$ cat config.mk
export PLATFORM = sky130hd
export DESIGN_NAME = scu_divider
export DESIGN_NICKNAME = d
export VERILOG_FILES = /design/src/scu_pkg.sv /design/src/scu_divider.sv
export SDC_FILE = /design/constraint.sdc
export NUM_CORES = 2
export LEC_CHECK = 0
export BUFFER_PORTS_ARGS = -buffer_cell sky130_fd_sc_hd__buf_2
export CAP_MARGIN = 20
export CORE_ASPECT_RATIO = 0.9
export CORE_UTILIZATION = 40
export CTS_CLUSTER_DIAMETER = 60
export CTS_CLUSTER_SIZE = 30
export DETAILED_ROUTE_END_ITERATION = 10
export GPL_TIMING_DRIVEN = 0
export SETUP_SLACK_MARGIN = 0.05
export SLEW_MARGIN = 20
export SYNTH_ARGS = -nofsm -noshare
export SYNTH_HDL_FRONTEND = slang
export SYNTH_SLANG_ARGS = --single-unit
$ cat constraint.sdc
create_clock -name aclk -period 8.2 [get_ports aclk]
set_input_delay 0.82 -clock aclk [delete_from_list [all_inputs] [get_ports aclk]]
set_output_delay 0.82 -clock aclk [all_outputs]
set_load 0.02 [all_outputs]
$ cat src/scu_pkg.sv
`timescale 1ns / 1ps

package scu_pkg;

    localparam int COORD_WIDTH = 32;
    localparam int FRAC_BITS   = 16;
    localparam int HALF_W      = COORD_WIDTH - 1;
    localparam int DIST_W      = COORD_WIDTH + 3;
    localparam int MAG_W       = COORD_WIDTH + 2;
    localparam int QB          = FRAC_BITS + 2;
    localparam int PRE_SHIFT   = QB - FRAC_BITS;
    localparam int OVF_W       = MAG_W + PRE_SHIFT;
    localparam int REM_W       = COORD_WIDTH + 1;
    localparam int STEPS       = 2;
    localparam int DIV_STAGES  = (QB + STEPS - 1) / STEPS;
    localparam int N_STAGES    = DIV_STAGES + 4;
    localparam int T_W         = FRAC_BITS + 3;
    localparam int ENTRY_W     = FRAC_BITS + 1;
    localparam int CFG_IDX_W   = 3;

    localparam int IN_MC_LSB    = 0;
    localparam int IN_OC_LSB    = 3 * COORD_WIDTH;
    localparam int IN_OH_LSB    = 6 * COORD_WIDTH;
    localparam int IN_FIELDS_W  = 6 * COORD_WIDTH + 3 * HALF_W;
    localparam int IN_TDATA_W   = ((IN_FIELDS_W + 7) / 8) * 8;
    localparam int OUT_FIELDS_W = 1 + ENTRY_W + 2 + 1;
    localparam int OUT_TDATA_W  = ((OUT_FIELDS_W + 7) / 8) * 8;
    localparam int OUT_ENTRY_LSB = 1;
    localparam int OUT_AXIS_LSB  = 1 + ENTRY_W;
    localparam int OUT_NEG_BIT   = 3 + ENTRY_W;

    localparam logic [CFG_IDX_W-1:0] REG_MOVER_HALF_X = 3'd0;
    localparam logic [CFG_IDX_W-1:0] REG_MOVER_HALF_Y = 3'd1;
    localparam logic [CFG_IDX_W-1:0] REG_MOVER_HALF_Z = 3'd2;
    localparam logic [CFG_IDX_W-1:0] REG_VELOCITY_X   = 3'd3;
    localparam logic [CFG_IDX_W-1:0] REG_VELOCITY_Y   = 3'd4;
    localparam logic [CFG_IDX_W-1:0] REG_VELOCITY_Z   = 3'd5;

    localparam logic [1:0] AXIS_X = 2'd0;
    localparam logic [1:0] AXIS_Y = 2'd1;
    localparam logic [1:0] AXIS_Z = 2'd2;

    typedef logic signed [COORD_WIDTH-1:0] coord_t;
    typedef logic [HALF_W-1:0]             half_t;
    typedef logic signed [DIST_W-1:0]      dist_t;
    typedef logic signed [T_W-1:0]         time_t;

    localparam logic [QB-1:0]      Q_ONE     = QB'(64'd1 << FRAC_BITS);
    localparam time_t              T_ONE     = T_W'(64'd1 << FRAC_BITS);
    localparam time_t              T_OVER    = T_W'((64'd1 << FRAC_BITS) + 64'd1);
    localparam time_t              T_NEG     = '1;
    localparam logic [ENTRY_W-1:0] ENTRY_ONE = ENTRY_W'(64'd1 << FRAC_BITS);

    typedef struct packed {
        logic [REM_W-1:0]       rem;
        logic [QB-1:0]          nbits;
        logic [COORD_WIDTH-1:0] den;
        logic [QB-1:0]          q;
        logic                   neg;
        logic                   zero;
        logic                   ovf;
    } div_t;

    typedef struct packed {
        logic               hit;
        logic [ENTRY_W-1:0] entry_time;
        logic [1:0]         normal_axis;
        logic               normal_negative;
    } result_t;

    function automatic div_t div_step(input div_t d);
        div_t r;
        logic [REM_W-1:0] sh;
        r = d;
        sh = {d.rem[REM_W-2:0], d.nbits[QB-1]};
        r.nbits = d.nbits << 1;
        if (sh >= REM_W'(d.den)) begin
            r.rem = sh - REM_W'(d.den);
            r.q = {d.q[QB-2:0], 1'b1};
        end else begin
            r.rem = sh;
            r.q = {d.q[QB-2:0], 1'b0};
        end
        return r;
    endfunction

endpackage

$ cat src/scu_divider.sv
`timescale 1ns / 1ps

module scu_divider
    import scu_pkg::*;
(
    input  logic                  aclk,
    input  logic [DIV_STAGES-1:0] adv,
    input  div_t                  din,
    output div_t                  dout
);

    div_t stage_reg [DIV_STAGES];

    for (genvar s = 0; s < DIV_STAGES; s++) begin : g_stage
        div_t src;
        div_t stage_next;

        if (s == 0) begin : g_first
            assign src = din;
        end else begin : g_rest
            assign src = stage_reg[s-1];
        end

        always_comb begin
            stage_next = src;
            for (int j = 0; j < STEPS; j++) begin
                if (s * STEPS + j < QB) begin
                    stage_next = div_step(stage_next);
                end
            end
        end

        always_ff @(posedge aclk) begin
            if (adv[s]) begin
                stage_reg[s] <= stage_next;
            end
        end
    end

    assign dout = stage_reg[DIV_STAGES-1];

endmodule

# ---- After elaboration in Yosys (flattened, before gate mapping)
# Memory sizes are Yosys's and may differ from the RTL's.
# Cells that the tools add are included.
dict set report word_totals {
  reg_bits 0
  n_memories 1
  out_inout_bits 104
  input_bits 114
  elab_cells 91
  ramBits 918
}
dict set report classes {
  muxes 54
  addsub 18
  order_cmp 18
}
# name words word_bits rd rd_ports_with_merged_regs write_ports line
set memory_table {}
lappend memory_table {stage_reg 9 102 9 0 9 scu_divider.sv:12} ;# div_t stage_reg [DIV_STAGES];
# cell n
set ops {}
lappend ops {{33-bit by 32-bit greater-or-equal comparator with 1-bit output} 18}
lappend ops {{33-bit 2-to-1 mux} 9}
lappend ops {{33-bit by 32-bit subtractor with 33-bit output} 9}
lappend ops {{32-bit 2-to-1 mux} 9}
lappend ops {{32-bit subtractor} 9}
lappend ops {{1-bit 2-to-1 mux} 36}

# ---- Logic depth before layout (Yosys ltp)
# An unclocked memory read counts as a cell.
dict set report depth {
  depth_word 5
  depth_mapped 27
}

# ---- Worst setup path before layout
# Ideal clock, no wire load.
dict set report synth_path {
  path_kind {in2reg}
  from {in din[25] in the netlist's numbering}
  to {mem stage_reg[0][94] in the netlist's numbering, data pin}
  path_slack_ns 2.152
  arrival_ns 5.788
  setup_time_ns 0.260
  n_path_buf 3
  path_stages 24
  required_time_ns 7.940
  path_cell_list {inv_1 ha_1 a211oi_1 o21ai_1 a221oi_2 o21ai_1 a31o_2 a21oi_2 buf_2 inv_2 buf_2 mux2i_1 inv_1 ha_1 and3_1 and3_1 a22oi_1 a211oi_1 o311a_1 nand2b_4 a221o_1 a21oi_2 buf_4 mux2_2}
}
# element line
set synth_lines {}
lappend synth_lines {{from (decl)} scu_divider.sv:8} ;# input div_t din,
lappend synth_lines {{to (decl)} scu_divider.sv:12}

==> out/summary.txt <==
Post-Syn Area -> 0.0599 mm^2
failing checks -> design-rule violations
WP data arrival -> 8380 ps
setup_tns -> 0 ps
first-pass GRT wire length -> 274 mm
Worst Hold Class -> input pin to flop
Yosys warnings -> 0
number of flops mapped to enable cells by yosys -> 766
Reg2Reg Setup Slack -> 360 ps
GRT Util Overall -> 23.5%
Rel. slew slack -> 29.6%
total number of H-tree levels -> 3
# nets final -> 7020
r2r startpoint -> stage_reg[0][374]
most frequent cells in the layout -> edfxtp_1, a21oi_1, ha_1
critical path launch point type -> input pin
clk_lat worst skew -> 720 ps
vias in the first global route -> 45400
ys flop type -> edfxtp_1
Max Cap Viol -> 0
R2R cell count -> 26
post-route ant nets -> 0
status -> finished, violations left
sequential area share after synthesis -> 38.4%
GPL Wtd Cong -> 0.939
# setup viols final -> 0
final worst-path setup slack -> 264 ps
Total Wirelength -> 182 mm
Via density -> 5.63
largest net degree at the start of global routing -> 77
hold buffer count at cts -> 0
Layout Utilization -> 45.1%
CTS Buf Count -> 85
Worst-Margin Slew -> 1030 ps
placed cells -> 8194
clock sink total -> 766
max-slew violations -> 0
reg2reg end -> stage_reg[0][490]
Final Cycle Share -> 96.8%
Max Freq -> 126 MHz
DRC -> 18
antenna violations before repair -> 1
final hold vios -> 0
Post-Layout Cell Count -> 8356
most common cell after layout, fill and taps aside -> edfxtp_1
maximum clock path buffer count -> 3
WS Path Type -> input pin to flop
Starting Density -> 40.4%
die footprint -> 0.151 mm^2
GRT overflow -> 0
Hold Crit Endpoint -> stage_reg[0][62]
IO buf count -> 180
cells after synthesis -> 6016
area growth from synthesis to layout -> 11.7%
post-route minimum period -> 7940 ps
Fillers -> 14200
met1 wire length -> 82.8 mm
Avg WL per Cell -> 21.8 um
RSZ-0062 raised after global routing -> false
worst-path fanout max -> 10
post-synthesis cell type count -> 108
Via Count -> 47000
Layout Skew -> 45.8 ps
Largest register FFs -> 766
Routed met3 length -> 9.45 mm
IO Pins -> 218
CTS tree -> done
met2 WL post-DR -> 82.2 mm
Ant. Diodes -> 0
Die Wd -> 410 um
Max Used Layer -> met4
worst hold path stage count -> 1
WP data required -> 8650 ps
row count -> 134
hold_sp -> din[62]
Core ar. -> 0.148 mm^2
Seq cells post-synth -> 766
Worst Setup SP -> din[50]
layout cells sized above 1 -> 12.6%
Reg clk slew, reported paths -> 100 ps
CTS root buf -> clkbuf_16
chip height -> 369 um
mean post-synth cell area -> 9.96 um^2
iteration-0 DRC count of the detailed router -> 3634
drt first pass iters -> 9
asr flop ratio synth -> 0%
post-DP HPWL -> 151 mm
Worst setup EP type -> flop
worst slack at placement -> -596 ps
-- critical path: stages --
cell	delay (ps)
buf_2	120
inv_1	70
ha_1	270
clkbuf_1	290
nand4b_1	490
nor4_2	830
a31oi_1	190
o211ai_1	150
a21oi_2	70
buf_2	250
inv_2	170
buf_2	380
mux2_2	400
ha_1	270
buf_2	190
nand3_1	140
a2111oi_1	630
o21ai_0	350
a211oi_1	710
o311a_1	370
nand2b_4	180
a221o_1	250
a21oi_2	180
buf_4	250
mux2_1	340
-- cell type report --
class,instances,area [um^2],area share [%]
Tap cell,1972,2470,3.69
Inverter,484,1820,2.71
Clock inverter,73,1080,1.62
Sequential cell,766,23000,34.4
Buffer,162,898,1.34
Clock buffer,86,2150,3.22
Timing Repair Buffer,192,1210,1.81
Multi-Input combinational cell,4621,34300,51.2
-- synthesized netlist by cell type, types with 78 or more instances --
cell type | number | area [um^2]
ha_1 | 576 | 7210
xnor2_1 | 323 | 2830
nand2_1 | 326 | 1220
nor3_1 | 84 | 420
inv_1 | 479 | 1800
a21oi_1 | 577 | 2890
edfxtp_1 | 766 | 23000
xor2_1 | 142 | 1240
nand3_1 | 133 | 666
mux2_2 | 248 | 2790
o21bai_1 | 78 | 586
a21o_1 | 266 | 2000
o21ai_0 | 309 | 1550
nor2_1 | 420 | 1580
nand4_1 | 85 | 532
-- kinds of logic after synthesis --
kind of cell             Yosys count  share of synthesized area (%)
AO/OA/AOI/OAI                   1813                           19.7
XOR/XNOR                         465                           6.80
multiplexers                     358                           6.95
buffers and inverters            646                           4.52
flip-flops                       766                           38.4
adder cells (fa/ha/maj)          594                           12.6
other                              1                        0.00626
AND/OR/NAND/NOR                 1373                           11.0
-- layer usage --
layer	up-vias	global-route usage [%]
met5	-	0
met4	0	9.26
met3	251	3.23
met2	1277	38.1
met1	22400	31.7
li1	23100	-
-- how the worst max path moves through the flow --
stage / endpoint / slack [ps]
2_1_floorplan: stage_reg[0][94] / 2150
3_3_place_gp: stage_reg[0][93] / -1080
3_5_place_dp: stage_reg[0][93] / -600
4_1_cts: stage_reg[0][303] / 80
5_1_grt: stage_reg[0][490] / 60
6_report: stage_reg[0][93] / 260
-- timing repair --
| item | 4_1_cts | 5_1_grt |
|---|---|---|
| pin swaps | 1 | 1 |
| buffers inserted | 0 | 3 |
| endpoints found under the setup margin | 23 | 138 |
| gates resized for setup | 1 | 7 |
-- through the flow --
step                hold WS [ps]  area, um^2
floorplan                    400       60000
global placement             404       63300
detailed placement           405       63600
CTS                          211       66900
global route                 214       66900
finish                       263       66900
Power is left out: the tool's default activity adds up to more than one toggle a clock period on the data nets, which glitch-free logic cannot reach.
