==> config.mk <==
export PLATFORM = sky130hd
export DESIGN_NAME = scu_front
export DESIGN_NICKNAME = d
export VERILOG_FILES = /design/src/scu_pkg.sv /design/src/scu_front.sv
export SDC_FILE = /design/constraint.sdc
export NUM_CORES = 2
export LEC_CHECK = 0
export BUFFER_PORTS_ARGS = -buffer_cell sky130_fd_sc_hd__buf_2
export CAP_MARGIN = 20
export CORE_AREA = 2 2 432 434
export DETAILED_ROUTE_END_ITERATION = 8
export DIE_AREA = 0 0 434 436
export GPL_TIMING_DRIVEN = 0
export PLACE_DENSITY = 0.57
export SKIP_CTS_REPAIR_TIMING = 1
export SYNTH_ARGS = -nofsm -noshare
export SYNTH_HDL_FRONTEND = slang
export SYNTH_SLANG_ARGS = --single-unit
==> constraint.sdc <==
create_clock -name aclk -period 6.26 [get_ports aclk]
set_input_delay 1.252 -clock aclk [delete_from_list [all_inputs] [get_ports aclk]]
set_output_delay 1.252 -clock aclk [all_outputs]
set_load 0.005 [all_outputs]
==> src/scu_pkg.sv <==
`timescale 1ns / 1ps

package scu_pkg;

    localparam int COORD_WIDTH = 32;
    localparam int FRAC_BITS   = 16;
    localparam int HALF_W      = COORD_WIDTH - 1;
    localparam int DIST_W      = COORD_WIDTH + 3;
    localparam int MAG_W       = COORD_WIDTH + 2;
    localparam int QB          = FRAC_BITS + 2;
    localparam int PRE_SHIFT   = QB - FRAC_BITS;
    localparam int OVF_W       = MAG_W + PRE_SHIFT;
    localparam int REM_W       = COORD_WIDTH + 1;
    localparam int STEPS       = 2;
    localparam int DIV_STAGES  = (QB + STEPS - 1) / STEPS;
    localparam int N_STAGES    = DIV_STAGES + 4;
    localparam int T_W         = FRAC_BITS + 3;
    localparam int ENTRY_W     = FRAC_BITS + 1;
    localparam int CFG_IDX_W   = 3;

    localparam int IN_MC_LSB    = 0;
    localparam int IN_OC_LSB    = 3 * COORD_WIDTH;
    localparam int IN_OH_LSB    = 6 * COORD_WIDTH;
    localparam int IN_FIELDS_W  = 6 * COORD_WIDTH + 3 * HALF_W;
    localparam int IN_TDATA_W   = ((IN_FIELDS_W + 7) / 8) * 8;
    localparam int OUT_FIELDS_W = 1 + ENTRY_W + 2 + 1;
    localparam int OUT_TDATA_W  = ((OUT_FIELDS_W + 7) / 8) * 8;
    localparam int OUT_ENTRY_LSB = 1;
    localparam int OUT_AXIS_LSB  = 1 + ENTRY_W;
    localparam int OUT_NEG_BIT   = 3 + ENTRY_W;

    localparam logic [CFG_IDX_W-1:0] REG_MOVER_HALF_X = 3'd0;
    localparam logic [CFG_IDX_W-1:0] REG_MOVER_HALF_Y = 3'd1;
    localparam logic [CFG_IDX_W-1:0] REG_MOVER_HALF_Z = 3'd2;
    localparam logic [CFG_IDX_W-1:0] REG_VELOCITY_X   = 3'd3;
    localparam logic [CFG_IDX_W-1:0] REG_VELOCITY_Y   = 3'd4;
    localparam logic [CFG_IDX_W-1:0] REG_VELOCITY_Z   = 3'd5;

    localparam logic [1:0] AXIS_X = 2'd0;
    localparam logic [1:0] AXIS_Y = 2'd1;
    localparam logic [1:0] AXIS_Z = 2'd2;

    typedef logic signed [COORD_WIDTH-1:0] coord_t;
    typedef logic [HALF_W-1:0]             half_t;
    typedef logic signed [DIST_W-1:0]      dist_t;
    typedef logic signed [T_W-1:0]         time_t;

    localparam logic [QB-1:0]      Q_ONE     = QB'(64'd1 << FRAC_BITS);
    localparam time_t              T_ONE     = T_W'(64'd1 << FRAC_BITS);
    localparam time_t              T_OVER    = T_W'((64'd1 << FRAC_BITS) + 64'd1);
    localparam time_t              T_NEG     = '1;
    localparam logic [ENTRY_W-1:0] ENTRY_ONE = ENTRY_W'(64'd1 << FRAC_BITS);

    typedef struct packed {
        logic [REM_W-1:0]       rem;
        logic [QB-1:0]          nbits;
        logic [COORD_WIDTH-1:0] den;
        logic [QB-1:0]          q;
        logic                   neg;
        logic                   zero;
        logic                   ovf;
    } div_t;

    typedef struct packed {
        logic               hit;
        logic [ENTRY_W-1:0] entry_time;
        logic [1:0]         normal_axis;
        logic               normal_negative;
    } result_t;

    function automatic div_t div_step(input div_t d);
        div_t r;
        logic [REM_W-1:0] sh;
        r = d;
        sh = {d.rem[REM_W-2:0], d.nbits[QB-1]};
        r.nbits = d.nbits << 1;
        if (sh >= REM_W'(d.den)) begin
            r.rem = sh - REM_W'(d.den);
            r.q = {d.q[QB-2:0], 1'b1};
        end else begin
            r.rem = sh;
            r.q = {d.q[QB-2:0], 1'b0};
        end
        return r;
    endfunction

endpackage

==> src/scu_front.sv <==
`timescale 1ns / 1ps

module scu_front
    import scu_pkg::*;
(
    input  logic       aclk,
    input  logic [1:0] adv,
    input  coord_t     mc [3],
    input  coord_t     oc [3],
    input  half_t      oh [3],
    input  half_t      mh [3],
    input  coord_t     vel [3],
    output div_t       div_in [6],
    output logic [2:0] entry_nonneg
);

    dist_t                  near_reg [3];
    dist_t                  far_reg [3];
    logic [COORD_WIDTH-1:0] vmag_reg [3];
    logic [2:0]             vneg_reg;
    logic [2:0]             vzero_reg;
    div_t                   div_reg [6];
    logic [2:0]             nonneg_reg;

    dist_t                  near_next [3];
    dist_t                  far_next [3];
    logic [COORD_WIDTH-1:0] vmag_next [3];
    div_t                   div_next [6];

    always_comb begin
        dist_t oce, ohe, mce, mhe, lo, hi;
        logic [COORD_WIDTH-1:0] vneg_val;
        for (int i = 0; i < 3; i++) begin
            oce = DIST_W'(oc[i]);
            mce = DIST_W'(mc[i]);
            ohe = signed'(DIST_W'(oh[i]));
            mhe = signed'(DIST_W'(mh[i]));
            lo = (oce - ohe) - (mce + mhe);
            hi = (oce + ohe) - (mce - mhe);
            if (!vel[i][COORD_WIDTH-1] && (vel[i] != '0)) begin
                near_next[i] = lo;
                far_next[i] = hi;
            end else begin
                near_next[i] = hi;
                far_next[i] = lo;
            end
            vneg_val = -vel[i];
            vmag_next[i] = vel[i][COORD_WIDTH-1] ? vneg_val : vel[i];
        end
    end

    always_ff @(posedge aclk) begin
        if (adv[0]) begin
            for (int i = 0; i < 3; i++) begin
                near_reg[i] <= near_next[i];
                far_reg[i] <= far_next[i];
                vmag_reg[i] <= vmag_next[i];
                vneg_reg[i] <= vel[i][COORD_WIDTH-1];
                vzero_reg[i] <= (vel[i] == '0);
            end
        end
    end

    always_comb begin
        dist_t d;
        logic [DIST_W-1:0] dneg;
        logic [MAG_W-1:0] mag;
        for (int k = 0; k < 6; k++) begin
            d = (k < 3) ? near_reg[k % 3] : far_reg[k % 3];
            dneg = -d;
            mag = d[DIST_W-1] ? MAG_W'(dneg) : MAG_W'(d);
            div_next[k].rem = REM_W'(mag >> PRE_SHIFT);
            div_next[k].nbits = {mag[PRE_SHIFT-1:0], {FRAC_BITS{1'b0}}};
            div_next[k].den = vmag_reg[k % 3];
            div_next[k].q = '0;
            div_next[k].neg = d[DIST_W-1] ^ vneg_reg[k % 3];
            div_next[k].zero = vzero_reg[k % 3];
            div_next[k].ovf = OVF_W'(mag) >= (OVF_W'(vmag_reg[k % 3]) << PRE_SHIFT);
        end
    end

    always_ff @(posedge aclk) begin
        if (adv[1]) begin
            for (int k = 0; k < 6; k++) begin
                div_reg[k] <= div_next[k];
            end
            for (int i = 0; i < 3; i++) begin
                nonneg_reg[i] <= !near_reg[i][DIST_W-1];
            end
        end
    end

    assign div_in = div_reg;
    assign entry_nonneg = nonneg_reg;

endmodule

### Yosys cells after proc, flatten, opt, wreduce, memory -nomap -nowiden

Memories as Yosys holds them, arrays and structs flattened.
Index checks and enable logic that the tools add are counted.
W data, S select, Z words.

* logic and storage cells: 107
* memories: 3
* bits of input ports: 477
* output and inout port bits: 627
* bits in registers: 324
* memory bits (writable): 306

* $add $sub $neg: 27
* muxes and demuxes: 17
* reductions and logical operators: 15
* magnitude comparators: 6
* bitwise operators: 6

Memory list
* far_reg: words 3, width 35, rd ports 3, clocked after memory_dff 0, wr ports 3, line scu_front.sv:18 `dist_t far_reg [3];`
* near_reg: words 3, width 35, rd ports 3, clocked after memory_dff 0, wr ports 3, line scu_front.sv:17 `dist_t near_reg [3];`
* vmag_reg: words 3, width 32, rd ports 3, clocked after memory_dff 0, wr ports 3, line scu_front.sv:19 `logic [COORD_WIDTH-1:0] vmag_reg [3];`

Operators by type and width (count)
* $mux W35: 6
* $ge A34 B34 Y1: 6
* $mux W34: 6
* $neg A34 Y34: 6
* $sub A33 B33 Y34: 6
* $add A32 B32 Y33: 6
* $sub A32 B32 Y33: 6
* $logic_not A32 Y1: 3
* $mux W32: 3
* $neg A32 Y32: 3
* $reduce_bool A32 Y1: 3
* $logic_not A1 Y1: 6
* $xor A1 B1 Y1: 6
* $logic_and A1 B1 Y1: 3
* $mux W1: 2

### Depth between registers and ports, before layout

An unclocked memory read counts as a cell.

* depth after elaboration: 4
* depth in mapped cells: 18
* mapped depth without buffers: 18

### Worst setup path after synthesis

Ideal clock, no wire load.

* kind: input port to flip-flop
* start: input port mc[36] in the netlist's numbering
* end: memory near_reg[0][61] in the netlist's numbering, data pin
* path slack: 1132 ps
* arrival: 4868 ps
* stages on the path: 13
* path through: inv_1 -> fa_1 -> fa_1 -> ha_1 -> a2111o_1 -> a31oi_1 -> o221ai_1 -> a221oi_1 -> o21ai_0 -> a21o_1 -> a221oi_1 -> xnor2_1 -> mux2_2

RTL lines
* start: declaration: line scu_front.sv:8 `input coord_t mc [3],`
* end: declaration: line scu_front.sv:17

==> flow_summary.ini <==
[worst_setup_path]
slowest_stage = a41oi_1
crit_fanout = 5
path_class = input port to flip-flop
crit_path_end_kind = flip-flop
rrSetupSlack_ns = 0.68
slowest_delay_ns = 0.79
crit_chain = buf_2 -> inv_1 -> fa_1 -> inv_1 -> fa_1 -> inv_1 -> ha_1 -> fa_1 -> a211oi_1 -> o21bai_1 -> o21ai_0 -> a211oi_1 -> a41oi_1 -> o21ai_0 -> and4_1 -> a311oi_1 -> nand3_1
required_ns = 6.64
arrival_ns = 6.37
start_kind = input port

[timing]
setup_viol = 0
drv_slew = 0
fin_crit_sh = 0.956
rsz0062_at_grt = no
period_needed_ns = 5.98
setup_ws_ns = 0.276
hold_viol = 0
maxClockFrequency_ghz = 0.167
slew_headroom = 0.221
worst_slew_pin_slew_ns = 1.16
finalClockSkew_ns = 0.0424

[floorplan]
fp.coreArea_sq_um = 185000
fp.dieH_um = 436
rows = 158
pin_count = 1104
dieArea_sq_um = 189000
initial_core_util = 0.296
die_w_um = 434

[synth]
synth-seq-cells = 624
ys_top_cells_by_area = edfxtp_1 (34%), fa_1 (14%), ha_1 (9.5%), inv_1 (8.3%), xnor2_1 (5.7%)
avgSynthCellArea_sq_um = 9.86
yosys_warnings = 0
syn_inst = 5549
synth_edf_count = 624
yosys.area.top_type = edfxtp_1
syn-cell-area_sq_um = 54700
yosysTopAreaCellShare = 0.343
synth_ff_type = edfxtp_1
synthArstFlopShare = 0
synth_seq_area_share = 0.343
synth_cell_type_count = 75

[cts]
numCtsBuffers = 73
cts_tree = built
h-tree-depth = 3
cts_root_buf = clkbuf_16
clock-sinks = 624
clk_pin_slew_worst_paths_ns = 0.06
clock_latency_ns = 0.69
clk_path_buf_depth = 3

[flow_run]
maxCapViolations = 0

[global_route]
grt_pass1_vias = 43500
overflow = 0
grt_first_pass_wirelength_um = 278000
grt_start_max_net_pins = 115
grt_use_total = 0.200
antenna_found_initial = 60

[route]
wl_um = 194000
first_pass_iters = 6
vias = 42800
wire_per_inst_um = 20.9
dr.first_iter.drc_count = 2398
drcViolationCount = 0
vias_per_cell = 4.60
ant_nets = 0

[place]
post-place-cells = 9138
dp.final_hpwl_um = 170000
place_congestion = 0.993
place_area_sq_um = 63200
numPortBuffers = 893
dp_slack_ns = -0.329

[finish]
areaGrowthSynthToFinish_pct = 20.1
fill_cells = 18900
nets = 8005
drive_gt1_frac = 0.202
largest_reg_flops = 315
multi_input_area_sq_um = 29500
fin_cells = 9295
final_common_cell = inv_1
layout_common_cells = inv_1 (1211), buf_2 (893), edfxtp_1 (624)
post-route-cell-area_sq_um = 65700
seq_area_sq_um = 18700

[pwr]
power.total_mw = 24.6
peakVddDrop_mv = 0.189
power_density_nw_per_um2 = 375
p_leak_nw = 31.5

[status]
status = finished, final reports clean

[worst_hold_path]
holdCritPathClass = flip-flop to flip-flop
final cells by class:
class | instances | share of cell area
clock inverter | 39 | 0.00747
timing repair buffer | 900 | 0.0706
inverter | 1211 | 0.0692
tap | 2480 | 0.0472
clock buffer | 91 | 0.0292
sequential | 624 | 0.285
antenna | 27 | 0.00103
multi-input combinational | 3517 | 0.449
buffer | 406 | 0.0409
report_power, final:
part	leakage (nW)	switching, mW	total, mW	internal, mW
sequential	6.11	1.01	7.47	6.46
clock	1.15	1.84	4.36	2.52
combinational	24.2	7.88	12.8	4.93
kinds of logic after synthesis:
group	count (synthesis)	synth area share
buffers and inverters	1617	0.132
AOI/OAI and AO/OA	1062	0.123
and+or+nand+nor	937	0.0849
adders and majority gates	795	0.234
DFF	624	0.343
xor gates and xnor gates	457	0.0732
muxes	56	0.0107
other	1	0.0000686
metrics by stage:
| step | hold slack (ns) | TNS [ns] | utilization |
|---|---|---|---|
| global route | 0.447 | 0 | 0.356 |
| finish | 0.428 | 0 | 0.356 |
| floorplan | 0.400 | 0 | - |
| global placement | 0.403 | -608.55 | 0.341 |
| detailed placement | 0.420 | -1.27 | 0.342 |
| CTS | 0.434 | 0 | 0.355 |
critical path: cells and delay by family:
| family | cells | cell delay (ns) |
|---|---|---|
| buffers and inverters | 4 | 0.37 |
| adders and majority gates | 4 | 1.72 |
| AOI/OAI and AO/OA | 7 | 2.56 |
| and+or+nand+nor | 2 | 0.45 |
worst paths after layout:
check                                          startpoint                         to  cells past startpoint
worst max register to register  near_reg[0][75]$_DFFE_PP_      div_in[312]$_DFFE_PP_                     16
worst min register to register     vzero_reg[0]$_DFFE_PP_      div_in[521]$_DFFE_PP_                      0
worst min-delay path               vzero_reg[0]$_DFFE_PP_      div_in[521]$_DFFE_PP_                      0
worst max-delay path                               mc[33]  near_reg[0][69]$_DFFE_PP_                     17
cell usage after synthesis, types with 66 or more instances:
master    number
inv_1       1211
xnor2_1      354
o31ai_1       79
nor2_1       143
a21oi_1      231
edfxtp_1     624
o21ai_0      337
buf_4        309
nand4_1       66
xor2_1       103
ha_1         417
a21o_1       148
fa_1         378
clkbuf_1      88
nand2_1      371
per-layer routing:
| metal | vias to the layer above | track usage | part of all wire |
|---|---|---|---|
| li1 | 20400 | - | - |
| met1 | 20700 | 0.226 | 0.38 |
| met4 | 40 | 0.0853 | 0.042 |
| met3 | 296 | 0.0396 | 0.064 |
| met5 | - | 0 | 0.0013 |
| met2 | 1263 | 0.361 | 0.51 |
(Power assumes the default switching activity.)
