`config.mk`:
```
export PLATFORM = sky130hd
export DESIGN_NAME = scu_decide
export DESIGN_NICKNAME = d
export VERILOG_FILES = /design/src/scu_pkg.sv /design/src/scu_decide.sv
export SDC_FILE = /design/constraint.sdc
export NUM_CORES = 1
export LEC_CHECK = 0
export ABC_AREA = 0
export BUFFER_PORTS_ARGS = -buffer_cell sky130_fd_sc_hd__buf_2
export CORE_AREA = 2 2 256 258
export CTS_CLUSTER_DIAMETER = 60
export CTS_CLUSTER_SIZE = 30
export DETAILED_ROUTE_END_ITERATION = 16
export DIE_AREA = 0 0 258 260
export SYNTH_ARGS = -nofsm -noshare
export SYNTH_HDL_FRONTEND = slang
export SYNTH_SLANG_ARGS = --single-unit
export TNS_END_PERCENT = 50
```
`constraint.sdc`:
```
create_clock -name aclk -period 12.6 [get_ports aclk]
set_input_delay 3.15 -clock aclk [delete_from_list [all_inputs] [get_ports aclk]]
set_output_delay 3.15 -clock aclk [all_outputs]
set_load 0.05 [all_outputs]
```
`src/scu_pkg.sv`:
```
`timescale 1ns / 1ps

package scu_pkg;

    localparam int COORD_WIDTH = 32;
    localparam int FRAC_BITS   = 16;
    localparam int HALF_W      = COORD_WIDTH - 1;
    localparam int DIST_W      = COORD_WIDTH + 3;
    localparam int MAG_W       = COORD_WIDTH + 2;
    localparam int QB          = FRAC_BITS + 2;
    localparam int PRE_SHIFT   = QB - FRAC_BITS;
    localparam int OVF_W       = MAG_W + PRE_SHIFT;
    localparam int REM_W       = COORD_WIDTH + 1;
    localparam int STEPS       = 2;
    localparam int DIV_STAGES  = (QB + STEPS - 1) / STEPS;
    localparam int N_STAGES    = DIV_STAGES + 4;
    localparam int T_W         = FRAC_BITS + 3;
    localparam int ENTRY_W     = FRAC_BITS + 1;
    localparam int CFG_IDX_W   = 3;

    localparam int IN_MC_LSB    = 0;
    localparam int IN_OC_LSB    = 3 * COORD_WIDTH;
    localparam int IN_OH_LSB    = 6 * COORD_WIDTH;
    localparam int IN_FIELDS_W  = 6 * COORD_WIDTH + 3 * HALF_W;
    localparam int IN_TDATA_W   = ((IN_FIELDS_W + 7) / 8) * 8;
    localparam int OUT_FIELDS_W = 1 + ENTRY_W + 2 + 1;
    localparam int OUT_TDATA_W  = ((OUT_FIELDS_W + 7) / 8) * 8;
    localparam int OUT_ENTRY_LSB = 1;
    localparam int OUT_AXIS_LSB  = 1 + ENTRY_W;
    localparam int OUT_NEG_BIT   = 3 + ENTRY_W;

    localparam logic [CFG_IDX_W-1:0] REG_MOVER_HALF_X = 3'd0;
    localparam logic [CFG_IDX_W-1:0] REG_MOVER_HALF_Y = 3'd1;
    localparam logic [CFG_IDX_W-1:0] REG_MOVER_HALF_Z = 3'd2;
    localparam logic [CFG_IDX_W-1:0] REG_VELOCITY_X   = 3'd3;
    localparam logic [CFG_IDX_W-1:0] REG_VELOCITY_Y   = 3'd4;
    localparam logic [CFG_IDX_W-1:0] REG_VELOCITY_Z   = 3'd5;

    localparam logic [1:0] AXIS_X = 2'd0;
    localparam logic [1:0] AXIS_Y = 2'd1;
    localparam logic [1:0] AXIS_Z = 2'd2;

    typedef logic signed [COORD_WIDTH-1:0] coord_t;
    typedef logic [HALF_W-1:0]             half_t;
    typedef logic signed [DIST_W-1:0]      dist_t;
    typedef logic signed [T_W-1:0]         time_t;

    localparam logic [QB-1:0]      Q_ONE     = QB'(64'd1 << FRAC_BITS);
    localparam time_t              T_ONE     = T_W'(64'd1 << FRAC_BITS);
    localparam time_t              T_OVER    = T_W'((64'd1 << FRAC_BITS) + 64'd1);
    localparam time_t              T_NEG     = '1;
    localparam logic [ENTRY_W-1:0] ENTRY_ONE = ENTRY_W'(64'd1 << FRAC_BITS);

    typedef struct packed {
        logic [REM_W-1:0]       rem;
        logic [QB-1:0]          nbits;
        logic [COORD_WIDTH-1:0] den;
        logic [QB-1:0]          q;
        logic                   neg;
        logic                   zero;
        logic                   ovf;
    } div_t;

    typedef struct packed {
        logic               hit;
        logic [ENTRY_W-1:0] entry_time;
        logic [1:0]         normal_axis;
        logic               normal_negative;
    } result_t;

    function automatic div_t div_step(input div_t d);
        div_t r;
        logic [REM_W-1:0] sh;
        r = d;
        sh = {d.rem[REM_W-2:0], d.nbits[QB-1]};
        r.nbits = d.nbits << 1;
        if (sh >= REM_W'(d.den)) begin
            r.rem = sh - REM_W'(d.den);
            r.q = {d.q[QB-2:0], 1'b1};
        end else begin
            r.rem = sh;
            r.q = {d.q[QB-2:0], 1'b0};
        end
        return r;
    endfunction

endpackage

```
`src/scu_decide.sv`:
```
`timescale 1ns / 1ps

module scu_decide
    import scu_pkg::*;
(
    input  logic       aclk,
    input  logic [1:0] adv,
    input  div_t       dq [6],
    input  logic [2:0] entry_nonneg,
    output result_t    res
);

    time_t      t_in_reg [3];
    time_t      t_out_reg [3];
    logic [2:0] nn_reg;
    result_t    res_reg;

    time_t      t_in_next [3];
    time_t      t_out_next [3];
    result_t    res_next;

    // negative times and late entries collapse to -1, exit times past 1.0 to just above it
    always_comb begin
        div_t a, b;
        for (int i = 0; i < 3; i++) begin
            a = dq[i];
            b = dq[i + 3];
            if (a.zero) begin
                t_in_next[i] = T_NEG;
            end else if (a.neg) begin
                t_in_next[i] = (a.q == '0 && !a.ovf) ? '0 : T_NEG;
            end else if (a.ovf || a.q > Q_ONE) begin
                t_in_next[i] = T_NEG;
            end else begin
                t_in_next[i] = T_W'(a.q);
            end
            if (b.zero) begin
                t_out_next[i] = T_OVER;
            end else if (b.neg) begin
                t_out_next[i] = (b.q == '0 && !b.ovf) ? '0 : T_NEG;
            end else if (b.ovf || b.q > Q_ONE) begin
                t_out_next[i] = T_OVER;
            end else begin
                t_out_next[i] = T_W'(b.q);
            end
        end
    end

    always_ff @(posedge aclk) begin
        if (adv[0]) begin
            t_in_reg <= t_in_next;
            t_out_reg <= t_out_next;
            nn_reg <= entry_nonneg;
        end
    end

    always_comb begin
        time_t tmax, tmin;
        logic any_nonneg;
        logic [1:0] ax;
        tmax = t_in_reg[0];
        tmin = t_out_reg[0];
        for (int i = 1; i < 3; i++) begin
            if (t_in_reg[i] > tmax) begin
                tmax = t_in_reg[i];
            end
            if (t_out_reg[i] < tmin) begin
                tmin = t_out_reg[i];
            end
        end
        any_nonneg = !t_in_reg[0][T_W-1] || !t_in_reg[1][T_W-1] || !t_in_reg[2][T_W-1];
        if (t_in_reg[0] > t_in_reg[1] && t_in_reg[0] > t_in_reg[2]) begin
            ax = AXIS_X;
        end else if (t_in_reg[1] > t_in_reg[0] && t_in_reg[1] > t_in_reg[2]) begin
            ax = AXIS_Y;
        end else begin
            ax = AXIS_Z;
        end
        if (any_nonneg && !(tmax > tmin)) begin
            res_next.hit = 1'b1;
            res_next.entry_time = ENTRY_W'(tmax);
            res_next.normal_axis = ax;
            res_next.normal_negative = nn_reg[ax];
        end else begin
            res_next.hit = 1'b0;
            res_next.entry_time = ENTRY_ONE;
            res_next.normal_axis = AXIS_X;
            res_next.normal_negative = 1'b0;
        end
    end

    always_ff @(posedge aclk) begin
        if (adv[1]) begin
            res_reg <= res_next;
        end
    end

    assign res = res_reg;

endmodule

```
Yosys cells after proc, flatten, opt, wreduce, memory -nomap -nowiden:

Index checks and enable logic that the tools add are counted.

* bits in registers: 138
* input bits: 630
* output and inout bits: 21
* logic and storage cells: 86

* magnitude comparators: 15
* muxes and demuxes: 27
* reductions and logical operators: 33

Operators by type and width (count)
* two-way mux 19 bit: 19
* > comparator 19 bit: 6
* > comparator 18 x 17 -> 1 bit (second input constant): 6
* logical NOT 18 bit: 6
* two-way mux 18 bit: 3
* less-than comparator 19 bit: 2
* two-way mux 21 bit: 1
* logical NOT 1 bit: 10
* logical AND 1 bit: 9
* logical OR 1 bit: 8
* two-way mux 2 bit: 2
* less-than comparator 2 x 3 -> 1 bit (second input constant): 1
* binary-select mux 1 bit (select 2 bit): 1
* two-way mux 1 bit: 1

Depth between registers and ports, before layout:

Gate-level depths: netlist of run 1.

* depth after elaboration: 8
* gate-level depth with buffers: 34
* mapped depth without buffers: 29

Worst setup path after synthesis of run 1:

No wires, ideal clock.

* path type: register -> register
* start point: register t_in_reg[31] (netlist bit)
* end point: register res_reg, in the netlist res[12], data pin
* setup time: 0.146 ns
* arrival time: 6.102 ns
* required time: 12.454 ns
* setup slack: 6.351 ns
* cell stages (with the launch flop): 31
* buffers on the path: 4
* period minus slack after synthesis: 6.249 ns
* path through: edfxtp_1 > ha_1 > a21o_1 > a21o_1 > a211o_1 > o211ai_1 > a32oi_1 > nand2_2 > buf_2 > mux2i_1 > ha_1 > nor2b_1 > o21ai_0 > a21oi_1 > o31a_1 > o31a_1 > o21ai_0 > a31o_2 > buf_2 > clkbuf_1 > a21oi_1 > ha_1 > a21o_1 > a21o_1 > a211oi_1 > o21ai_0 > a221o_1 > nand4_1 > clkbuf_1 > o21ai_0 > a21oi_1

* longest elaborated chain between the ends: 7

Ends and longest elaborated chain
* start: declaration: line scu_decide.sv:13 `time_t t_in_reg [3];`
* start signal: assignment: line scu_decide.sv:51 `t_in_reg <= t_in_next;`
* > comparator 19 bit: line scu_decide.sv:64 `if (t_in_reg[i] > tmax) begin`
* two-way mux 19 bit *: line scu_decide.sv:64
* > comparator 19 bit: line scu_decide.sv:64
* two-way mux 19 bit *: line scu_decide.sv:64
* > comparator 19 bit: line scu_decide.sv:79 `if (any_nonneg && !(tmax > tmin)) begin`
* logical NOT 1 bit: line scu_decide.sv:79
* logical AND 1 bit: line scu_decide.sv:79
* end signal: assignment: line scu_decide.sv:94 `res_reg <= res_next;`
* end: declaration: line scu_decide.sv:16 `result_t res_reg;`

Mark *: on every way between the ends. The rest lies on a longest branch, timed or not.
A chain may end at the register's enable or synchronous reset.

Final worst setup path of run 1:

* start point: register t_out_reg[31] (netlist bit)
* end point: register res_reg, in the netlist res[14], data pin

* longest elaborated chain between the ends: 7

Ends and longest elaborated chain
* start: declaration: line scu_decide.sv:14 `time_t t_out_reg [3];`
* start signal: assignment: line scu_decide.sv:52 `t_out_reg <= t_out_next;`
* less-than comparator 19 bit: line scu_decide.sv:67 `if (t_out_reg[i] < tmin) begin`
* two-way mux 19 bit *: line scu_decide.sv:67
* less-than comparator 19 bit: line scu_decide.sv:67
* two-way mux 19 bit *: line scu_decide.sv:67
* > comparator 19 bit *: line scu_decide.sv:79
* logical NOT 1 bit *: line scu_decide.sv:79
* logical AND 1 bit *: line scu_decide.sv:79

Marks and branches as above.

==> results of run 1 <==
==> per-layer routing <==
layer  GRT usage (%)  up-vias  part of all wire, %
met1           12.70     4108                   47
met4           3.227        8                  1.6
met2           16.17      222                   46
li1                -     4180                    -
met5               0        -                 0.15
met3           2.768       41                  5.3
==> through the flow <==
| stage | hold slack, ns | cell area (um2) | total power, mW | setup WS [ns] | util [%] |
|---|---|---|---|---|---|
| 6_report | 0.5956 | 12660 | 1.903 | 3.710 | 19.75 |
| 5_1_grt | 0.6303 | 12650 | 2.021 | 2.907 | 19.74 |
| 4_1_cts | 0.6080 | 12630 | 1.926 | 3.596 | 19.70 |
| 3_5_place_dp | 0.5890 | 12010 | 1.365 | 3.661 | 18.73 |
| 3_3_place_gp | 0.5627 | 12010 | 1.347 | 3.780 | 18.73 |
| 2_1_floorplan | 0.5414 | 10320 | 1.133 | 6.351 | - |
==> final timing paths <==
kind,from,endpoint,slack (ns),depth (start not counted)
hold reg to reg,nn_reg[2],res[0],0.60,1
setup / recovery,t_out_reg[31],res[14],3.71,26
setup reg to reg,t_out_reg[31],res[14],3.71,26
hold / removal,nn_reg[2],res[0],0.60,1
==> cell usage after synthesis, drive strengths merged, types with 4 or more instances <==
| cell type | number |
|---|---|
| a21oi | 105 |
| nand2 | 51 |
| and3 | 4 |
| o21a | 5 |
| buf | 18 |
| o31ai | 18 |
| nand2b | 7 |
| nor2 | 44 |
| nand3 | 11 |
| a211oi | 4 |
| clkbuf | 22 |
| nand4 | 31 |
| nor3 | 9 |
| nand3b | 4 |
| ha | 132 |
| o21ai | 125 |
| edfxtp | 138 |
| a21o | 79 |
| nor4 | 32 |
| nor2b | 13 |
| inv | 121 |
| mux2i | 38 |
==> final cells by class <==
class,count,area (um2)
multi-input combinational,745,5534
clock buffer,18,429.2
inverter,121,454.2
fill,6980,51460
timing repair buffer,161,830.8
sequential,138,4144
antenna,2,5.005
clock inverter,13,192.7
tap,855,1070
==> report_power, final <==
part	leakage (nW)	internal [mW]	switching, mW
Sequential	1.37	0.576	0.0365
Clock	0.298	0.333	0.216
Combinational	3.87	0.255	0.487
Total	5.54	1.16	0.739
==> critical path, cell delays in order (launching register included) <==
cell	delay, ns
edfxtp_1	0.43
ha_1	0.34
a211oi_1	0.22
o21bai_1	0.11
a21oi_1	0.23
o21ai_1	0.16
nor2_1	0.11
mux2_2	0.73
a21oi_1	0.23
ha_1	1.14
inv_1	0.21
or3_1	0.45
nor3_1	0.29
and3_1	0.60
buf_4	0.39
o21ai_1	0.11
o21ai_1	0.22
ha_1	0.27
nor2b_1	0.13
o21ai_0	0.14
a21oi_1	0.09
a211oi_1	0.20
o21ai_0	0.14
a221o_1	0.38
nand4_1	0.63
o21ai_0	0.20
a21oi_1	0.47
==> cell families (layout without fill, tap and decap cells) <==
logic type	after synthesis	count (layout)	synth area share [%]
AOI/OAI and AO/OA	362	362	22.07
xor gates and xnor gates	1	1	0.08492
adders and majority gates	132	132	16.01
buffers and inverters	161	313	6.452
DFF	138	138	40.17
muxes	40	40	4.876
other	0	2	0
and+or+nand+nor	210	210	10.33
==> flow_metrics.env, run 1 <==
export IMPL_std_cell_rows=93
export IMPL_hpwl_um=27380
export IMPL_via_per_inst=4.169
export IMPL_dr_pass1_iters=6
export IMPL_syn_inst=1044
export IMPL_fp_coreArea_mm2=0.06412
export IMPL_ys_warn_count=0
export IMPL_arrival_ns=9.07
export IMPL_clk_latency_ns=0.45
export IMPL_syn2layout_area_growth_pct=22.72
export IMPL_period_share_pct=70.56
export IMPL_netlist_area_mm2=0.01032
export IMPL_grt_ovfl_total=0
export IMPL_cts_tree="built"
export IMPL_skew_ns=0.01158
export IMPL_place_gp_congestion=0.8542
export IMPL_grt_util_all_layers_pct=9.945
export IMPL_grt_pass1_vias=8423
export IMPL_ys_async_sr_fraction_pct=0
export IMPL_portBuffers=152
export IMPL_htreeDepth=4
export IMPL_die_area_mm2=0.06708
export IMPL_postCtsSetupBuffers=0
export IMPL_p_leak_nw=5.540
export IMPL_run_status="finished clean"
export IMPL_ys_seq_area_share_pct=40.17
export IMPL_clock_sinks=138
export IMPL_layout_commonest_cell="buf_2"
export IMPL_syn_nets=1806
export IMPL_wirelength_um=33780
export IMPL_syn_avg_cell_area_um2=9.881
export IMPL_initialDrtViolationCount=622
export IMPL_start_util_pct=16.09
export IMPL_cts_inserted_buffers=17
export IMPL_finalNonFillerCells=2053
export IMPL_maxCapViolations=0
export IMPL_ys_top_cells_by_area="edfxtp_1, ha_1, a21o_1, a21oi_1, o21ai_0"
export IMPL_cts_root_buf="clkbuf_16"
export IMPL_wire_per_inst_um=16.46
export IMPL_cts_clk_slew_worst_paths_ns=0.07
export IMPL_slew_violations=0
export IMPL_pwr_density_cell_mw_per_mm2=150.3
export IMPL_synth_edff_count=138
export IMPL_synth_cell_type_count=54
export IMPL_hold_buffers=0
export IMPL_worst_pin_slew_ns=1.305
export IMPL_path_class="register to register"
export IMPL_vias=8559
export IMPL_synth_seq_cells=138
export IMPL_ys_flop_type="edfxtp_1"
export IMPL_cp_start_kind="register"
export IMPL_max_freq_ghz=0.1125
export IMPL_cts_buffer_depth=2
export IMPL_period_minus_slack_ns=8.890
export IMPL_drc=0
export IMPL_layout_common_cells="buf_2, edfxtp_1, ha_1"
export IMPL_yosysTopAreaCell="edfxtp_1"
export IMPL_maxSlewHeadroom_pct=12.99
export IMPL_dieHeight_um=260
export IMPL_dp_cells=2018
export IMPL_antenna_found_initial=14
export IMPL_finalSetupTns_ns=0
export IMPL_ant_nets=0
export IMPL_worstSetupEndpointType="register"
export IMPL_rsz0062_at_grt="false"
export IMPL_critPathMaxFanout=40
export IMPL_drive_above_1_share_pct=18.81
export IMPL_grt_pass1_wl_um=49700
export IMPL_final_nets=1946
export IMPL_yosysTopAreaCellShare_pct=40.17
export IMPL_finalHoldViolCount=0
export IMPL_cts_resized=0
export IMPL_dieWidth_um=258
export IMPL_grt_max_degree=73
export IMPL_io_pins=651
export IMPL_required_ns=12.78
export IMPL_setup_viol=0
export IMPL_hp_class="register to register"
export IMPL_vdd_drop_max_mv=0.1082
(Power assumes the default switching activity.)
==> inputs of run 2 (changes only) <==
--- a/config.mk
+++ b/config.mk
@@ -7,11 +7,11 @@
 export LEC_CHECK = 0
 export ABC_AREA = 0
 export BUFFER_PORTS_ARGS = -buffer_cell sky130_fd_sc_hd__buf_2
-export CORE_AREA = 2 2 256 258
+export CORE_AREA = 2 2 254 256
 export CTS_CLUSTER_DIAMETER = 60
 export CTS_CLUSTER_SIZE = 30
 export DETAILED_ROUTE_END_ITERATION = 16
-export DIE_AREA = 0 0 258 260
+export DIE_AREA = 0 0 256 258
 export SYNTH_ARGS = -nofsm -noshare
 export SYNTH_HDL_FRONTEND = slang
 export SYNTH_SLANG_ARGS = --single-unit
==> constraint.sdc (replaced) <==
create_clock -name aclk -period 7.8 [get_ports aclk]
set_input_delay 1.95 -clock aclk [delete_from_list [all_inputs] [get_ports aclk]]
set_output_delay 1.95 -clock aclk [all_outputs]
set_load 0.05 [all_outputs]
==> flow_metrics.env, run 2 (same netlist as run 1, synthesis figures left out) <==
export IMPL_run_status="finished clean"
export IMPL_grt_max_degree=77
export IMPL_finalSetupTns_ns=0
export IMPL_die_area_mm2=0.06605
export IMPL_cts_clk_slew_worst_paths_ns=0.07
export IMPL_dr_pass1_iters=6
export IMPL_wirelength_um=32970
export IMPL_cts_tree="built"
export IMPL_grt_pass1_wl_um=49580
export IMPL_required_ns=8.07
export IMPL_nFillCells=7004
export IMPL_combPwrFrac_pct=39.7
export IMPL_clk_latency_ns=0.46
export IMPL_worst_pin_slew_ns=1.304
export IMPL_hpwl_um=26870
export IMPL_period_minus_slack_ns=7.285
export IMPL_cts_resized=0
export IMPL_dieHeight_um=258
export IMPL_dieWidth_um=256
export IMPL_portBuffers=152
export IMPL_crit_start="t_out_reg[29]"
export IMPL_p_leak_nw=5.576
export IMPL_std_cell_rows=93
export IMPL_hold_buffers=0
export IMPL_fp_coreArea_mm2=0.06365
export IMPL_max_freq_ghz=0.1373
export IMPL_p_int_mw=1.870
export IMPL_grt_ovfl_total=0
export IMPL_grt_util_all_layers_pct=9.974
export IMPL_io_pins=651
export IMPL_pwr_density_cell_mw_per_mm2=240.3
export IMPL_path_class="register to register"
export IMPL_arrival_ns=7.55
export IMPL_antenna_found_initial=13
export IMPL_start_util_pct=16.21
export IMPL_cts_inserted_buffers=17
export IMPL_grt_pass1_vias=8472
export IMPL_hold_start="nn_reg[2]"
export IMPL_cp_start_kind="register"
export IMPL_drive_above_1_share_pct=19.70
export IMPL_clkPwrFrac_pct=28.1
export IMPL_syn2layout_area_growth_pct=23.27
export IMPL_drc=0
export IMPL_cts_buffer_depth=2
export IMPL_cts_root_buf="clkbuf_16"
export IMPL_via_per_inst=4.131
export IMPL_final_nets=1957
export IMPL_worstSetupEndpointType="register"
export IMPL_layout_commonest_cell="buf_2"
export IMPL_postCtsSetupBuffers=0
export IMPL_period_share_pct=93.39
export IMPL_hp_class="register to register"
export IMPL_htreeDepth=4
export IMPL_wire_per_inst_um=15.96
export IMPL_place_gp_congestion=0.8782
export IMPL_maxSlewHeadroom_pct=13.04
export IMPL_maxCapViolations=0
export IMPL_finalHoldViolCount=0
export IMPL_vias=8534
export IMPL_initialDrtViolationCount=529
export IMPL_utilization_pct=19.98
export IMPL_switching_power_mw=1.186
export IMPL_skew_ns=0.02271
export IMPL_layout_common_cells="buf_2, edfxtp_1, ha_1"
export IMPL_r2r_start="t_out_reg[29]"
export IMPL_ant_nets=0
export IMPL_clock_sinks=138
export IMPL_critPathMaxFanout=20
export IMPL_vdd_drop_max_mv=0.1964
export IMPL_p_seq_share_pct=32.3
export IMPL_rsz0062_at_grt="false"
export IMPL_p_sw_share_pct=38.80
export IMPL_slew_violations=0
export IMPL_setup_viol=0
-- run 2: cell types whose count changed in the layout (fill, tap and decap cells not counted), sizes merged --
cell      delta
buf         +11
bufinv       -1
clkinvlp     +2
diode        +1
-- run 2: final timing paths --
path             end  slack, ns  cells after the start
max          res[13]       0.52                     27
min           res[0]       0.59                      1
max reg2reg  res[13]       0.52                     27
min reg2reg   res[0]       0.59                      1
-- run 2: critical path, cell delays in order (launching register included) --
cell and delay [ns]:
edfxtp_1 0.46, ha_1 0.34, nand2_1 0.06, o21ai_0 0.21
a31oi_2 0.08, a2111oi_4 0.42, nor2_1 0.09, mux2_2 0.34
buf_4 0.27, mux2i_4 0.26, ha_1 0.34, nand3_1 0.15
or3_1 0.37, nor3_1 0.38, and3_1 0.65, buf_4 0.39
o31ai_2 0.10, o21ai_1 0.14, ha_1 0.28, a21o_1 0.19
a21o_1 0.17, a21oi_1 0.13, o21ai_0 0.12, a221o_1 0.36
nand4_1 0.22, buf_4 0.23, o21ai_0 0.09, a21oi_1 0.23
-- run 2: metal layers --
layer / global-route usage (%) / part of all wire (%) / up-vias
met3: 3.357 / 7.0 / 35
met1: 12.67 / 46 / 4027
met5: 0 / 0.14 / -
li1: - / - / 4214
met4: 3.281 / 1.5 / 8
met2: 15.87 / 46 / 250
-- run 2: stage by stage --
stage | instance area [um2] | setup slack (ns) | std cells | power [mW] | hold WS, ns
after CTS | 12700 | 0.4832 | 2063 | 3.099 | 0.5966
after global placement | 12110 | 0.5866 | 2031 | 2.192 | 0.5618
after floorplan | 10320 | 1.551 | 1044 | 1.830 | 0.5414
final | 12720 | 0.5154 | 2066 | 3.056 | 0.5946
after global routing | 12720 | 0.06581 | 2066 | 3.259 | 0.6156
after detailed placement | 12110 | 0.5320 | 2031 | 2.224 | 0.5768
-- run 2: layout make-up --
class                   instances  area [um2]  area share, %
diodes                          3       7.507        0.05903
flip-flops and latches        138        4144          32.59
clock inverters                14       168.9          1.328
multi-input cells             745        5530          43.49
clock buffers                  18       429.2          3.375
well taps                     855        1070          8.412
inverters                     121       454.2          3.571
repair buffers                172       913.4          7.182
-- run 2: power groups by stage --
stage,registers (mW),logic (mW),clock network [mW]
2_1_floorplan,1.13,0.701,0
3_3_place_gp,1.00,1.19,0
3_5_place_dp,1.00,1.22,0
4_1_cts,0.987,1.23,0.877
5_1_grt,0.996,1.36,0.904
6_report,0.986,1.21,0.858
